[src/hw/rtl/ansi_escape_terminal_decoder_assert.svh]
// Assertion macros for the escape-sequence decoder.
`ifndef ANSI_ESCAPE_TERMINAL_DECODER_ASSERT_SVH
`define ANSI_ESCAPE_TERMINAL_DECODER_ASSERT_SVH

// Same-cycle implication, sampled on clk, off during reset.
`define AETD_ASSERT_NOW(label, ante, cons) \
    label: assert property (@(posedge clk) disable iff (!rst_n) (ante) |-> (cons)) \
        else $error("aetd assertion failed");

// Next-cycle implication, sampled on clk, off during reset.
`define AETD_ASSERT_NEXT(label, ante, cons) \
    label: assert property (@(posedge clk) disable iff (!rst_n) (ante) |=> (cons)) \
        else $error("aetd assertion failed");

`endif

[src/hw/rtl/aetd_pkg.sv]
// Package: types and constants for the escape-sequence decoder.
package aetd_pkg;

    localparam int CHAR_W = 7;
    localparam int ROW_W  = 5;
    localparam int COL_W  = 7;
    localparam int ATTR_W = 6;
    localparam int CLR_W  = 3;
    localparam int CNT_W  = 4;
    localparam int OP_W   = 4;
    localparam int POS_W  = 11;

    localparam int DEF_SCREEN_ROWS = 24;
    localparam int DEF_SCREEN_COLS = 80;

    localparam logic [CHAR_W-1:0] CH_BEL = 7'h07;
    localparam logic [CHAR_W-1:0] CH_BS  = 7'h08;
    localparam logic [CHAR_W-1:0] CH_LF  = 7'h0a;
    localparam logic [CHAR_W-1:0] CH_CR  = 7'h0d;
    localparam logic [CHAR_W-1:0] CH_SO  = 7'h0e;
    localparam logic [CHAR_W-1:0] CH_SI  = 7'h0f;
    localparam logic [CHAR_W-1:0] CH_ESC = 7'h1b;
    localparam logic [CHAR_W-1:0] CH_SP  = 7'h20;
    localparam logic [CHAR_W-1:0] CH_LBR = 7'h5b;
    localparam logic [CHAR_W-1:0] CH_A   = 7'h41;
    localparam logic [CHAR_W-1:0] CH_C   = 7'h43;
    localparam logic [CHAR_W-1:0] CH_H   = 7'h48;
    localparam logic [CHAR_W-1:0] CH_J   = 7'h4a;
    localparam logic [CHAR_W-1:0] CH_K   = 7'h4b;
    localparam logic [CHAR_W-1:0] CH_L   = 7'h4c;
    localparam logic [CHAR_W-1:0] CH_M   = 7'h4d;
    localparam logic [CHAR_W-1:0] CH_P   = 7'h50;
    localparam logic [CHAR_W-1:0] CH_AT  = 7'h40;
    localparam logic [CHAR_W-1:0] CH_SGR = 7'h6d;
    localparam logic [CHAR_W-1:0] CH_D0  = 7'h30;
    localparam logic [CHAR_W-1:0] CH_D1  = 7'h31;
    localparam logic [CHAR_W-1:0] CH_D3  = 7'h33;
    localparam logic [CHAR_W-1:0] CH_D4  = 7'h34;
    localparam logic [CHAR_W-1:0] CH_D5  = 7'h35;
    localparam logic [CHAR_W-1:0] CH_D7  = 7'h37;
    localparam logic [CHAR_W-1:0] CH_D8  = 7'h38;

    // 10*'0' + '0' + 1: bias of a two-digit position field
    localparam logic [POS_W-1:0] POS_BIAS = 11'd529;

    localparam int AT_BOLD  = 0;
    localparam int AT_UNDER = 1;
    localparam int AT_BLINK = 2;
    localparam int AT_REV   = 3;
    localparam int AT_INVIS = 4;
    localparam int AT_ALT   = 5;

    localparam logic [CLR_W-1:0] FG_RESET = 3'd7;
    localparam logic [CLR_W-1:0] BG_RESET = 3'd0;

    localparam logic [2:0] REG_PANEL_VISIBLE = 3'd0;

    typedef enum logic [OP_W-1:0] {
        OP_NONE      = 4'd0,
        OP_PUT       = 4'd1,
        OP_BELL      = 4'd2,
        OP_SCROLL    = 4'd3,
        OP_CLR_EOS   = 4'd4,
        OP_CLR_EOL   = 4'd5,
        OP_INS_LINE  = 4'd6,
        OP_DEL_LINE  = 4'd7,
        OP_DEL_CHAR  = 4'd8,
        OP_INS_BLANK = 4'd9
    } op_t;

    typedef struct packed {
        op_t               op;
        logic [CHAR_W-1:0] glyph;
        logic [ROW_W-1:0]  op_row;
        logic [COL_W-1:0]  op_col;
        logic [ROW_W-1:0]  cur_row;
        logic [COL_W-1:0]  cur_col;
        logic [ATTR_W-1:0] attr;
        logic [CLR_W-1:0]  fg;
        logic [CLR_W-1:0]  bg;
        logic              cdef;
    } res_t;

endpackage

[src/hw/rtl/ansi_escape_terminal_decoder.sv]
// Top level: escape-sequence decoder producing one display command per character.
//
//  channel | signals                               | transfer when
//  --------+---------------------------------------+--------------------------
//  in      | in_valid, in_ready, char_in           | in_valid && in_ready
//  out     | out_valid, out_ready, op .. color_def | out_valid && out_ready
//  cfg     | APB psel/penable/pwrite/paddr/pwdata  | psel && penable && pwrite
//
// One character per cycle unless out stalls; input, then result register.
// Decode state updates as the input register moves into the result register.
// A stalled result holds the input register; the input side frees when out moves.
// Reset clears the cursor, attributes and sequence count; colors go to defaults.
module ansi_escape_terminal_decoder #(
    parameter int SCREEN_ROWS = aetd_pkg::DEF_SCREEN_ROWS,
    parameter int SCREEN_COLS = aetd_pkg::DEF_SCREEN_COLS
) (
    input  logic                        clk,
    input  logic                        rst_n,
    input  logic                        in_valid,
    output logic                        in_ready,
    input  logic [7:0]                  char_in,
    output logic                        out_valid,
    input  logic                        out_ready,
    output logic [aetd_pkg::OP_W-1:0]   op,
    output logic [aetd_pkg::CHAR_W-1:0] glyph,
    output logic [aetd_pkg::ROW_W-1:0]  op_row,
    output logic [aetd_pkg::COL_W-1:0]  op_col,
    output logic [aetd_pkg::ROW_W-1:0]  cursor_row_out,
    output logic [aetd_pkg::COL_W-1:0]  cursor_col_out,
    output logic [aetd_pkg::ATTR_W-1:0] attr_bits,
    output logic [aetd_pkg::CLR_W-1:0]  fg_out,
    output logic [aetd_pkg::CLR_W-1:0]  bg_out,
    output logic                        color_default,
    input  logic                        psel,
    input  logic                        penable,
    input  logic                        pwrite,
    input  logic [2:0]                  paddr,
    input  logic [31:0]                 pwdata,
    output logic [31:0]                 prdata,
    output logic                        pready
);

    localparam logic [aetd_pkg::ROW_W-1:0] LAST_ROW = aetd_pkg::ROW_W'(SCREEN_ROWS - 1);
    localparam logic [aetd_pkg::COL_W-1:0] LAST_COL = aetd_pkg::COL_W'(SCREEN_COLS - 1);
    localparam logic [aetd_pkg::POS_W-1:0] ROW_LIM  =
        aetd_pkg::POS_W'(529 + SCREEN_ROWS);
    localparam logic [aetd_pkg::POS_W-1:0] COL_LIM  =
        aetd_pkg::POS_W'(529 + SCREEN_COLS);

    // configuration
    logic panel_visible_reg;
    logic cfg_write;

    // pipeline control
    logic                        s1_valid_reg;
    logic [aetd_pkg::CHAR_W-1:0] s1_char_reg;
    logic                        out_valid_reg;
    aetd_pkg::res_t              res_reg;
    aetd_pkg::res_t              res_next;
    logic                        advance;

    // decoder state
    logic [aetd_pkg::CNT_W-1:0]  seq_count_reg, seq_count_next;
    logic [aetd_pkg::CHAR_W-1:0] b2_reg, b2_next;
    logic [aetd_pkg::CHAR_W-1:0] b3_reg, b3_next;
    logic [aetd_pkg::CHAR_W-1:0] b5_reg, b5_next;
    logic [aetd_pkg::CHAR_W-1:0] b6_reg, b6_next;
    logic [aetd_pkg::ROW_W-1:0]  row_reg, row_next;
    logic [aetd_pkg::COL_W-1:0]  col_reg, col_next;
    logic [aetd_pkg::ATTR_W-1:0] attr_reg, attr_next;
    logic [aetd_pkg::CLR_W-1:0]  fg_reg, fg_next;
    logic [aetd_pkg::CLR_W-1:0]  bg_reg, bg_next;
    logic                        cdef_reg, cdef_next;

    // cursor-position decode
    logic [aetd_pkg::POS_W-1:0]  pos_row;
    logic [aetd_pkg::POS_W-1:0]  pos_col;
    logic [aetd_pkg::POS_W-1:0]  pos_row_off;
    logic [aetd_pkg::POS_W-1:0]  pos_col_off;
    logic                        pos_ok;

    logic [aetd_pkg::CHAR_W-1:0] c;
    aetd_pkg::op_t               op_sel;
    logic [aetd_pkg::CHAR_W-1:0] glyph_sel;

    // ---------------- configuration port ----------------
    assign pready    = 1'b1;
    assign cfg_write = psel && penable && pwrite && pready;

    always_comb
    begin
        prdata = 32'd0;
        if (paddr[2] == aetd_pkg::REG_PANEL_VISIBLE[2])
        begin
            prdata = {31'd0, panel_visible_reg};
        end
    end

    always_ff @(posedge clk or negedge rst_n)
    begin
        if (!rst_n)
        begin
            panel_visible_reg <= 1'b1;
        end
        else if (cfg_write && paddr[2] == aetd_pkg::REG_PANEL_VISIBLE[2])
        begin
            panel_visible_reg <= pwdata[0];
        end
    end

    // ---------------- handshake ----------------
    assign advance  = s1_valid_reg && (!out_valid_reg || out_ready);
    assign in_ready = !s1_valid_reg || advance;

    // ---------------- decode ----------------
    assign c = s1_char_reg;

    assign pos_row = {1'b0, b2_reg, 3'b000} + {3'b000, b2_reg, 1'b0} + {4'b0000, b3_reg};
    assign pos_col = {1'b0, b5_reg, 3'b000} + {3'b000, b5_reg, 1'b0} + {4'b0000, b6_reg};
    assign pos_row_off = pos_row - aetd_pkg::POS_BIAS;
    assign pos_col_off = pos_col - aetd_pkg::POS_BIAS;
    assign pos_ok = (pos_row >= aetd_pkg::POS_BIAS) && (pos_row < ROW_LIM) &&
                    (pos_col >= aetd_pkg::POS_BIAS) && (pos_col < COL_LIM);

    always_comb
    begin
        seq_count_next = seq_count_reg;
        b2_next        = b2_reg;
        b3_next        = b3_reg;
        b5_next        = b5_reg;
        b6_next        = b6_reg;
        row_next       = row_reg;
        col_next       = col_reg;
        attr_next      = attr_reg;
        fg_next        = fg_reg;
        bg_next        = bg_reg;
        cdef_next      = cdef_reg;
        op_sel         = aetd_pkg::OP_NONE;
        glyph_sel      = '0;

        case (seq_count_reg)
            4'd0:
            begin
                case (c)
                    aetd_pkg::CH_ESC: seq_count_next = 4'd1;
                    aetd_pkg::CH_BEL:
                    begin
                        if (panel_visible_reg)
                        begin
                            op_sel = aetd_pkg::OP_BELL;
                        end
                    end
                    aetd_pkg::CH_BS:
                    begin
                        if (col_reg != '0)
                        begin
                            col_next = col_reg - 1'b1;
                        end
                    end
                    aetd_pkg::CH_LF:
                    begin
                        if (row_reg < LAST_ROW)
                        begin
                            row_next = row_reg + 1'b1;
                        end
                        else
                        begin
                            op_sel = aetd_pkg::OP_SCROLL;
                        end
                    end
                    aetd_pkg::CH_CR: col_next = '0;
                    aetd_pkg::CH_SO: attr_next[aetd_pkg::AT_ALT] = 1'b1;
                    aetd_pkg::CH_SI: attr_next[aetd_pkg::AT_ALT] = 1'b0;
                    default:
                    begin
                        if (c >= aetd_pkg::CH_SP)
                        begin
                            op_sel    = aetd_pkg::OP_PUT;
                            glyph_sel = c;
                            if (col_reg < LAST_COL)
                            begin
                                col_next = col_reg + 1'b1;
                            end
                        end
                    end
                endcase
            end
            4'd1:
            begin
                seq_count_next = (c == aetd_pkg::CH_LBR) ? 4'd2 : 4'd0;
            end
            4'd2:
            begin
                b2_next        = c;
                seq_count_next = 4'd0;
                case (c)
                    aetd_pkg::CH_A:
                    begin
                        if (row_reg != '0)
                        begin
                            row_next = row_reg - 1'b1;
                        end
                    end
                    aetd_pkg::CH_C:
                    begin
                        if (col_reg < LAST_COL)
                        begin
                            col_next = col_reg + 1'b1;
                        end
                    end
                    aetd_pkg::CH_H:
                    begin
                        row_next = '0;
                        col_next = '0;
                    end
                    aetd_pkg::CH_J:
                    begin
                        if (row_reg == '0 && col_reg == '0)
                        begin
                            attr_next = '0;
                            fg_next   = aetd_pkg::FG_RESET;
                            bg_next   = aetd_pkg::BG_RESET;
                            cdef_next = 1'b0;
                        end
                        op_sel = aetd_pkg::OP_CLR_EOS;
                    end
                    aetd_pkg::CH_K:  op_sel = aetd_pkg::OP_CLR_EOL;
                    aetd_pkg::CH_L:  op_sel = aetd_pkg::OP_INS_LINE;
                    aetd_pkg::CH_M:  op_sel = aetd_pkg::OP_DEL_LINE;
                    aetd_pkg::CH_P:  op_sel = aetd_pkg::OP_DEL_CHAR;
                    aetd_pkg::CH_AT: op_sel = aetd_pkg::OP_INS_BLANK;
                    default:         seq_count_next = 4'd3;
                endcase
            end
            4'd3:
            begin
                b3_next        = c;
                seq_count_next = 4'd4;
                if (c == aetd_pkg::CH_SGR)
                begin
                    case (b2_reg)
                        aetd_pkg::CH_D0:
                        begin
                            attr_next      = '0;
                            cdef_next      = 1'b1;
                            seq_count_next = 4'd0;
                        end
                        aetd_pkg::CH_D1:
                        begin
                            attr_next[aetd_pkg::AT_BOLD] = 1'b1;
                            seq_count_next               = 4'd0;
                        end
                        aetd_pkg::CH_D4:
                        begin
                            attr_next[aetd_pkg::AT_UNDER] = 1'b1;
                            seq_count_next                = 4'd0;
                        end
                        aetd_pkg::CH_D5:
                        begin
                            attr_next[aetd_pkg::AT_BLINK] = 1'b1;
                            seq_count_next                = 4'd0;
                        end
                        aetd_pkg::CH_D7:
                        begin
                            attr_next[aetd_pkg::AT_REV] = 1'b1;
                            seq_count_next              = 4'd0;
                        end
                        aetd_pkg::CH_D8:
                        begin
                            attr_next[aetd_pkg::AT_INVIS] = 1'b1;
                            seq_count_next                = 4'd0;
                        end
                        default:
                        begin
                            seq_count_next = 4'd4;
                        end
                    endcase
                end
            end
            4'd4:
            begin
                seq_count_next = 4'd5;
                if (c == aetd_pkg::CH_SGR && b3_reg >= aetd_pkg::CH_D0 &&
                    b3_reg <= aetd_pkg::CH_D7)
                begin
                    // digit value is the low three bits of '0'..'7'
                    if (b2_reg == aetd_pkg::CH_D3)
                    begin
                        fg_next        = b3_reg[aetd_pkg::CLR_W-1:0];
                        cdef_next      = 1'b0;
                        seq_count_next = 4'd0;
                    end
                    else if (b2_reg == aetd_pkg::CH_D4)
                    begin
                        bg_next        = b3_reg[aetd_pkg::CLR_W-1:0];
                        cdef_next      = 1'b0;
                        seq_count_next = 4'd0;
                    end
                end
            end
            4'd5:
            begin
                b5_next        = c;
                seq_count_next = 4'd6;
            end
            4'd6:
            begin
                b6_next        = c;
                seq_count_next = 4'd7;
            end
            4'd7:
            begin
                seq_count_next = 4'd8;
                if (c == aetd_pkg::CH_H)
                begin
                    if (pos_ok)
                    begin
                        row_next = pos_row_off[aetd_pkg::ROW_W-1:0];
                        col_next = pos_col_off[aetd_pkg::COL_W-1:0];
                    end
                    seq_count_next = 4'd0;
                end
            end
            default:
            begin
                // full buffer: drop this byte and end the sequence
                seq_count_next = 4'd0;
            end
        endcase
    end

    always_comb
    begin
        res_next.op      = op_sel;
        res_next.glyph   = glyph_sel;
        res_next.op_row  = (op_sel == aetd_pkg::OP_NONE) ? '0 : row_reg;
        res_next.op_col  = (op_sel == aetd_pkg::OP_NONE) ? '0 : col_reg;
        res_next.cur_row = row_next;
        res_next.cur_col = col_next;
        res_next.attr    = attr_next;
        res_next.fg      = fg_next;
        res_next.bg      = bg_next;
        res_next.cdef    = cdef_next;
    end

    // ---------------- registers ----------------
    always_ff @(posedge clk or negedge rst_n)
    begin
        if (!rst_n)
        begin
            s1_valid_reg  <= 1'b0;
            out_valid_reg <= 1'b0;
            seq_count_reg <= '0;
            row_reg       <= '0;
            col_reg       <= '0;
            attr_reg      <= '0;
            fg_reg        <= aetd_pkg::FG_RESET;
            bg_reg        <= aetd_pkg::BG_RESET;
            cdef_reg      <= 1'b1;
        end
        else
        begin
            if (in_ready)
            begin
                s1_valid_reg <= in_valid;
            end
            if (advance)
            begin
                out_valid_reg <= 1'b1;
                seq_count_reg <= seq_count_next;
                row_reg       <= row_next;
                col_reg       <= col_next;
                attr_reg      <= attr_next;
                fg_reg        <= fg_next;
                bg_reg        <= bg_next;
                cdef_reg      <= cdef_next;
            end
            else if (out_ready)
            begin
                out_valid_reg <= 1'b0;
            end
        end
    end

    always_ff @(posedge clk)
    begin
        if (in_ready)
        begin
            s1_char_reg <= char_in[aetd_pkg::CHAR_W-1:0];
        end
        if (advance)
        begin
            res_reg <= res_next;
            b2_reg  <= b2_next;
            b3_reg  <= b3_next;
            b5_reg  <= b5_next;
            b6_reg  <= b6_next;
        end
    end

    // ---------------- outputs ----------------
    assign out_valid      = out_valid_reg;
    assign op             = res_reg.op;
    assign glyph          = res_reg.glyph;
    assign op_row         = res_reg.op_row;
    assign op_col         = res_reg.op_col;
    assign cursor_row_out = res_reg.cur_row;
    assign cursor_col_out = res_reg.cur_col;
    assign attr_bits      = res_reg.attr;
    assign fg_out         = res_reg.fg;
    assign bg_out         = res_reg.bg;
    assign color_default  = res_reg.cdef;

    // ---------------- assertions ----------------
`include "ansi_escape_terminal_decoder_assert.svh"

    `AETD_ASSERT_NOW(a_seq_count_range, 1'b1, seq_count_reg <= 4'd8)
    `AETD_ASSERT_NOW(a_cursor_on_screen, 1'b1, row_reg <= LAST_ROW && col_reg <= LAST_COL)
    `AETD_ASSERT_NOW(a_no_op_no_pos, out_valid_reg && res_reg.op == aetd_pkg::OP_NONE,
        res_reg.op_row == '0 && res_reg.op_col == '0)
    `AETD_ASSERT_NEXT(a_stall_holds_state, out_valid_reg && !out_ready,
        $stable(row_reg) && $stable(col_reg) && $stable(seq_count_reg))

endmodule
[config.mk]
export PLATFORM = sky130hd
export DESIGN_NAME = ansi_escape_terminal_decoder
export DESIGN_NICKNAME = d
export VERILOG_FILES = /design/src/hw/rtl/aetd_pkg.sv /design/src/hw/rtl/ansi_escape_terminal_decoder.sv
export VERILOG_INCLUDE_DIRS = /design/src /design/src/hw/rtl
export SDC_FILE = /design/constraint.sdc
export NUM_CORES = 1
export LEC_CHECK = 0
export BUFFER_PORTS_ARGS = -buffer_cell sky130_fd_sc_hd__buf_4
export CORE_ASPECT_RATIO = 1.75
export CORE_UTILIZATION = 50
export DETAILED_ROUTE_END_ITERATION = 10
export PLACE_DENSITY = 0.75
export REMOVE_ABC_BUFFERS = 1
export SYNTH_ARGS = -nofsm -noshare
export SYNTH_HDL_FRONTEND = slang
export SYNTH_SLANG_ARGS = --single-unit
[constraint.sdc]
create_clock -name clk -period 3.7 [get_ports clk]
set_input_delay 0.185 -clock clk [delete_from_list [all_inputs] [get_ports clk]]
set_output_delay 0.185 -clock clk [all_outputs]
set_load 0.02 [all_outputs]
==> results of run 1 <==
-- logic make-up after synthesis --
| family | after synthesis | share of synthesized area (%) |
|---|---|---|
| other cells | 2 | 0.09962 |
| xor+xnor | 19 | 2.207 |
| buf+inv | 95 | 6.456 |
| flops | 115 | 43.77 |
| mux | 23 | 3.187 |
| compound gates | 181 | 16.28 |
| fa+ha+maj | 38 | 7.303 |
| simple gates | 287 | 20.70 |
-- worst paths after layout --
check / startpoint / to / slack (ns) / depth (start not counted)
worst max-delay path: b5_reg[2] / cursor_row_out[1] / 0.13 / 10
max in group asynchronous: rst_n / cdef_reg / 3.08 / 2
worst min-delay path: out_ready / out_valid / 0.05 / 3
min in group asynchronous: rst_n / attr_reg[5] / 0.26 / 2
worst min register to register: cdef_reg / cdef_reg / 0.46 / 2
worst max register to register: b5_reg[2] / cursor_row_out[1] / 0.13 / 10
-- worst max-delay path, delay by kind of cell (launching register included) --
family	cells	cell delay (ns)
flip-flops	1	0.42
XOR/XNOR	1	0.18
multiplexers	1	0.37
adder cells (fa/ha/maj)	2	0.99
AO/OA/AOI/OAI	2	0.43
AND/OR/NAND/NOR	4	0.94
-- per-stage QoR --
step	setup slack [ns]	utilization, %
6_report	0.1323	61.44
3_5_place_dp	-0.09203	55.81
5_1_grt	0.01245	61.44
3_3_place_gp	0.05691	55.81
2_1_floorplan	0.1361	-
4_1_cts	0.04111	61.00
-- timing repair --
item | 4_1_cts | 5_1_grt
pin swaps | 1 | 4
gates cloned | 0 | 0
hold buffers | 10 | 0
endpoints found under the hold margin | 36 | 0
buffers inserted | 1 | 1
setup endpoints to repair | 9 | 9
resized for setup | 5 | 11
-- layout make-up --
| cell class | instances | share of cell area [%] |
|---|---|---|
| tap | 183 | 2.524 |
| timing repair buffer | 114 | 9.890 |
| multi-input combinational | 580 | 43.49 |
| sequential | 115 | 36.37 |
| clock inverter | 14 | 2.248 |
| inverter | 18 | 0.7448 |
| clock buffer | 18 | 4.731 |
-- per-layer routing --
metal  routed length (um)  track usage [%]  share of wire [%]
met5                    0                0                  0
met4                 1427            22.25                6.7
met2                11320            49.48                 53
met1                 7533            28.80                 35
met3                 1145            4.880                5.3
-- power by group through the flow --
stage          Combinational (W)  Clock (W)  Sequential, W
2_1_floorplan           0.000852          0        0.00197
3_3_place_gp             0.00139          0        0.00189
3_5_place_dp             0.00143          0        0.00190
4_1_cts                  0.00144    0.00180        0.00187
5_1_grt                  0.00159    0.00185        0.00191
6_report                 0.00147    0.00179        0.00188
-- cell usage in the layout, fill, tap and decap left out, types with 18 or more instances in the layout --
master	synthesis	final
a31oi_1	23	23
conb_1	2	32
edfxtp_1	83	83
dfrtp_1	27	27
nand2_1	59	59
and2_1	18	18
buf_4	34	102
o21ai_0	35	34
a21oi_1	31	30
nor2_1	59	59
ha_1	28	27
nor3_1	26	26
nand3_1	22	22
==> flow_results.org, run 1 <==
** Status
- The flow ran to the end, and the final reports show no timing, DRC or antenna violations.

** STA
- RSZ-0062 raised after global routing :: false
- For the final database, setup skew stands at 0.01450 ns.
- After layout, the minimum clock period comes to 3.568 ns.
- Final max-slew violation count :: 0
- Hold violation count in the final report :: 0
- Final hold analysis gives a worst-case slack of 0.04873 ns.
- For this run, the top clock speed supported by timing is 280.3 MHz.
- The final critical path takes up 96.42% of the cycle.
- Setup Total Neg Slack :: 0 ns
- The worst pin sits at a relative slew slack of 33.86%.
- At the pin with the least slew margin, the transition time is 0.9837 ns.
- Setup violations remaining at the end of the flow were counted as 0.

** Worst setup path
- Path type of the worst setup path :: register to register
- Setup crit end kind :: register
- At the worst endpoint, the required time is 3.89 ns.
- On the critical path, the stage with the largest delay is an instance of fa_1.
- Chain of cells forming the critical path :: fa_1 -> fa_2 -> a211oi_2 -> nor2_1 -> xnor2_2 -> mux2_2 -> and3_1 -> and3_2 -> or3_1 -> o221a_2
- Biggest cell delay along the critical path :: 0.54 ns
- Arrival @ worst endpoint :: 3.75 ns
- Maximum fanout count along the critical path :: 6
- The worst setup path is launched from a register.

** Pwr
- Per report_power, the combinational group accounts for 28.6% of the total.
- Across the VDD grid, the largest voltage drop is 351.9 uV.
- The completed layout was analyzed and its total power is 0.005138 W.
- Leakage :: 3.618 nW
- Cell internal pwr :: 0.003376 W
- Psw :: 0.001762 W
- Power density over cell area :: 566.4 mW/mm^2
- Net switching is 34.29% of the power.
- Register share of total power :: 36.7%
- The clock network accounts for 34.8% of the total power.

** Layout
- Filler Cells Inserted :: 1229
- Antenna diode instance count :: 0
- In the final layout, the multi-input gates occupy 0.003945 mm^2.
- Final instance count without filler cells :: 1042
- From synthesis to final layout, the design area changed by 20.33%.
- Register area :: 0.003299 mm^2
- Share of final-layout standard cells stronger than drive strength 1 :: 21.30%
- At the end of the flow, the number of nets in the layout was 934.
- After routing the design area is 0.009071 mm^2.

** Synth
- During synthesis, Yosys emitted a total of 0 warnings.
- The top cell type by area accounts for 33.06% of the synthesized area.
- Post-Synthesis Cells :: 760
- The synthesized netlist contains 81 unique library cells.
- In this run, synthesis inferred 83 flip-flops with an integrated enable.
- By count the netlist is led by edfxtp_1, nand2_1, nor2_1.
- After synthesis, the share of flip-flops with an asynchronous set or reset is 27.83%.
- In the post-synthesis netlist, the cell with the most instances is edfxtp_1.
- Total standard cell area after synthesis :: 0.007538 mm^2
- Most used flip-flop cell after synthesis :: edfxtp_1
- Post-Synthesis Mean Instance Area :: 9.919 um^2
- Top cells by area, synth :: edfxtp_1, dfrtp_1, ha_1, buf_4, nand2_1
- Post-synth top area cell :: edfxtp_1
- Summing the sequential cell areas from Yosys gives 43.77% of the chip area.
- Total of flip-flops plus latches after synthesis :: 115

** Die
- 133 I/O pins were placed.
- Std-Cell Rows :: 59
- Placeable Area :: 0.01476 mm^2
- Overall die area :: 0.01559 mm^2
- The initial utilization of the core area, before any placement, comes to 51.06%.
- Width of the chip :: 94.82 um
- The die is 164.4 um tall.

** Detailed routing
- The first TritonRoute pass finished after 7 iterations.
- Initial DRC Count :: 567
- Across all layers, the routed design uses 6586 vias.
- After detailed routing, the number of vias per cell comes to 6.321.
- Dividing the detail-routed wire length by the instance count gives 20.57 um.
- After detailed routing, the number of remaining DRC violations is 0.
- The count of nets left with antenna violations once routing finished came out at 0.
- Routed wire length :: 21.43 mm

** Place
- Number of input and output port buffers inserted :: 66
- The congestion estimate from routability-driven global placement came to 0.9511.
- Number of placed instances with taps included :: 998
- Detailed placement ended at an HPWL of 15.15 mm.
- After detailed placement, the total cell area comes to 0.008239 mm^2.

** Clock network
- CTS saw 115 sinks.
- CTS built an H-tree with a depth of 4.
- For the worst-skew pair, the clock arrives at the later sink with an insertion delay of 0.43 ns.
- Maximum number of buffers from clock root to sink :: 2
- The cell sitting at the root of the clock tree is a clkbuf_16.
- TritonCTS Buffers :: 17
- Clock transition time at the flip-flop clock pins of the worst setup and hold paths :: 0.06 ns
- TritonCTS built the clock tree.

** Run
- The tool flagged a number of max-cap violations equal to 0.

** Worst hold path
- The min-delay analysis places its worst path in the category input pin to register.

** Global route
- The number of global-route vias before repair came to 6640.
- Across every metal layer, demand over resource in global routing totals 28.16%.
- Wire length of the first global-routing pass :: 32.73 mm
- The number of antenna violations at the first check in global routing came to 0.
- Entering global routing, the biggest net connects 34 pins.
- GR Overflow Total :: 0
(Power assumes the default switching activity.)
==> run 2, diff against run 1 <==
Settings changed: CAP_MARGIN set to 10, SETUP_SLACK_MARGIN set to 0.3.
==> run 2 against run 1 <==
First-iteration DRC count increased by 16%. Die area unchanged. Via count increased by 1.0%. Critical path type unchanged. Critical path depth unchanged. Critical endpoint unchanged. Total power increased by 0.77%. Largest power group unchanged.
==> flow_results.org, run 2 (synthesized netlist as in run 1, its figures left out) <==
** Clock network
- Insertion delay of the later-clocked pin in the worst-skew pair :: 0.42 ns
- In this run the clock root is driven by a clkbuf_16.
- Clock tree synthesis inserted a total of 17 buffers.
- The clock passes through at most 2 buffers.
- Clock tree from TritonCTS :: done
- Number of H-tree levels :: 4
- The clock drives 115 sinks.
- Clock transition time at the flip-flop clock pins of the worst setup and hold paths :: 0.06 ns

** STA
- Across the routed clock network, the largest skew measured is 0.01207 ns.
- Transition time at the pin with the least slew margin :: 1.010 ns
- The final hold violation count is 0.
- Setup Total Neg Slack :: 0 ns
- The clock period could shrink to 3.561 ns.
- The tightest hold path in the finished design has a slack of 0.05465 ns.
- For this run, the top clock speed supported by timing is 280.8 MHz.
- Tcrit/Tclk final :: 96.24%
- RSZ-0062 raised after global routing :: true
- Final max-slew violation count :: 0
- Across all setup checks in the final design, the least slack found is 0.1393 ns.
- Total of endpoints with negative setup slack in the final report :: 0
- Headroom to the max-slew limit came out at 32.40%.

** Pwr
- Register share of total power :: 36.4%
- Across the VDD grid, the largest voltage drop is 350.0 uV.
- Proportion of power drawn by combinational gates :: 29.2%
- Switching fraction of total power :: 34.32%
- The analysis attributes to cell leakage a power of 3.675 nW.
- For this design the ratio of total power to cell area is 560.3 mW/mm^2.
- Cell internal pwr :: 0.003401 W
- The analysis attributes to net switching a power of 0.001777 W.
- Power share of the clock group :: 34.4%

** Detailed routing
- Detailed-route wire length per cell :: 20.58 um
- Initial DRC Count :: 655
- Number of iterations in the first detailed-routing pass :: 7
- Mean number of vias per cell :: 6.338
- For this block, the via count after detailed routing is 6655.
- Number of nets still failing antenna checks after routing :: 0
- After detailed routing, the total wire length is 21.61 mm.
- In the routed design, unresolved DRC markers number 0.

** Worst setup path
- STA classifies the critical path startpoint as a register.
- At the worst endpoint, the arrival time is 3.74 ns.
- Path type of the worst setup path :: register to register
- For the worst flop-to-flop path, the logic depth is 10.
- In this run the critical register-to-register path is launched from b5_reg[2].
- The most critical setup path has its startpoint at b5_reg[2].
- Setup crit end kind :: register
- Data required, critical path :: 3.88 ns
- Maximum fanout count along the critical path :: 6

** Status
- Result of the run :: complete, no violations

** Global route
- Wire length of the first global-routing pass :: 33.18 mm
- GR Overflow Total :: 0
- Entering global routing, the biggest net connects 34 pins.
- Antenna violations before repair :: 0
- Global routing consumed, over all layers together, 28.57% of the routing resources.
- The number of global-route vias before repair came to 6723.

** Die
- In this run the count of I/O pins placed on the die edge is 133.
- In this run the core area contains 59 standard-cell rows.
- The die is 94.82 um wide.
- Initial cell density of the core :: 51.06%
- The die covers 0.01559 mm^2.
- In this run the standard cell core region covers 0.01476 mm^2.
- Measured along the y axis, the die boundary spans 164.4 um.

** Worst hold path
- Hold path depth :: 3
- Hold path startpoint :: out_ready
- Kind of path behind the tightest hold check :: input pin to register

** Layout
- The repair_antennas step left the layout with diodes totalling 0.
- Most common cell after layout, fill and taps aside :: buf_4
- Share of final-layout standard cells stronger than drive strength 1 :: 23.88%
- Final design instance area without fill :: 0.009241 mm^2
- Final core occ :: 62.59%
- Filler Cells Inserted :: 1205
- Commonest cells after routing, fill and taps aside :: buf_4, edfxtp_1, nand2_1
- After the last flow step, the layout net total stands at 942.
- Synthesis-to-finish area growth :: 22.59%

** Place
- Placed cell areas :: 0.008239 mm^2
- DP Worst Slack :: -0.09203 ns
- Summed over all nets, the half-perimeter wirelength after detailed placement is 15.15 mm.
- Final weighted congestion in routability-driven placement :: 0.9511
- Number of input and output port buffers inserted :: 66

** Run
- Max-cap violations in this run came to 0.
run 2: changes by cell type in the layout (fill, tap and decap cells not counted), moves of 2 or more:
cell | before | now
a2bb2oi_2 | 0 | 2
a211oi_2 | 3 | 5
buf_4 | 102 | 110
a211oi_1 | 5 | 3
and3_4 | 0 | 2
a21oi_2 | 1 | 3
a21oi_1 | 30 | 28
ha_1 | 27 | 25
a2bb2oi_1 | 4 | 2
run 2: cell type report:
type / count / area [um^2] / area share (%)
Multi-Input combinational cell: 580 / 4051 / 43.84
Sequential cell: 115 / 3299 / 35.70
Timing Repair Buffer: 122 / 960.9 / 10.40
Clock buffer: 18 / 429.2 / 4.644
Tap cell: 183 / 229.0 / 2.478
Clock inverter: 14 / 203.9 / 2.207
Inverter: 18 / 67.56 / 0.7311
run 2: power by group through the flow:
stage                     sequential [W]  clock [W]  combinational, W
final                            0.00188    0.00178           0.00151
after global routing             0.00191    0.00185           0.00163
after CTS                        0.00188    0.00180           0.00148
after detailed placement         0.00190          0           0.00143
after global placement           0.00189          0           0.00139
after floorplan                  0.00197          0          0.000852
run 2: metal layers:
layer	up-vias	wire length (um)	GRT usage, %
met5	-	0	0
met4	0	1498	22.18
met3	90	1211	4.880
met2	335	11320	50.69
met1	3244	7579	28.97
li1	2986	-	-
run 2: per-stage QoR:
step / power (W) / instances
after floorplan: 0.002820 / 713
after global placement: 0.003276 / 998
after detailed placement: 0.003324 / 998
after CTS: 0.005149 / 1049
after global routing: 0.005389 / 1050
final: 0.005178 / 1050
run 2: critical path: stages (launching register included):
cell	delay (ns)
edfxtp_1	0.43
fa_1	0.56
fa_2	0.45
a211oi_2	0.33
nor2_2	0.10
xnor2_2	0.20
mux2_2	0.37
and3_1	0.17
and3_4	0.20
or3_1	0.38
o221a_2	0.13
run 2: repair_timing:
item / CTS / global route
resized for setup: 25 / 11
buffers inserted: 9 / 1
hold buffers: 10 / 0
gates cloned: 0 / 0
pin swaps: 21 / 15
endpoints found under the hold margin: 36 / 0
endpoints found under the setup margin: 24 / 23
run 2: final timing paths:
check | end | slack, ns
max in group asynchronous | cdef_reg | 3.08
max reg2reg | cursor_row_out[1] | 0.14
min in group asynchronous | bg_reg[2] | 0.26
min reg2reg | cdef_reg | 0.46
max | cursor_row_out[1] | 0.14
min | out_valid | 0.05
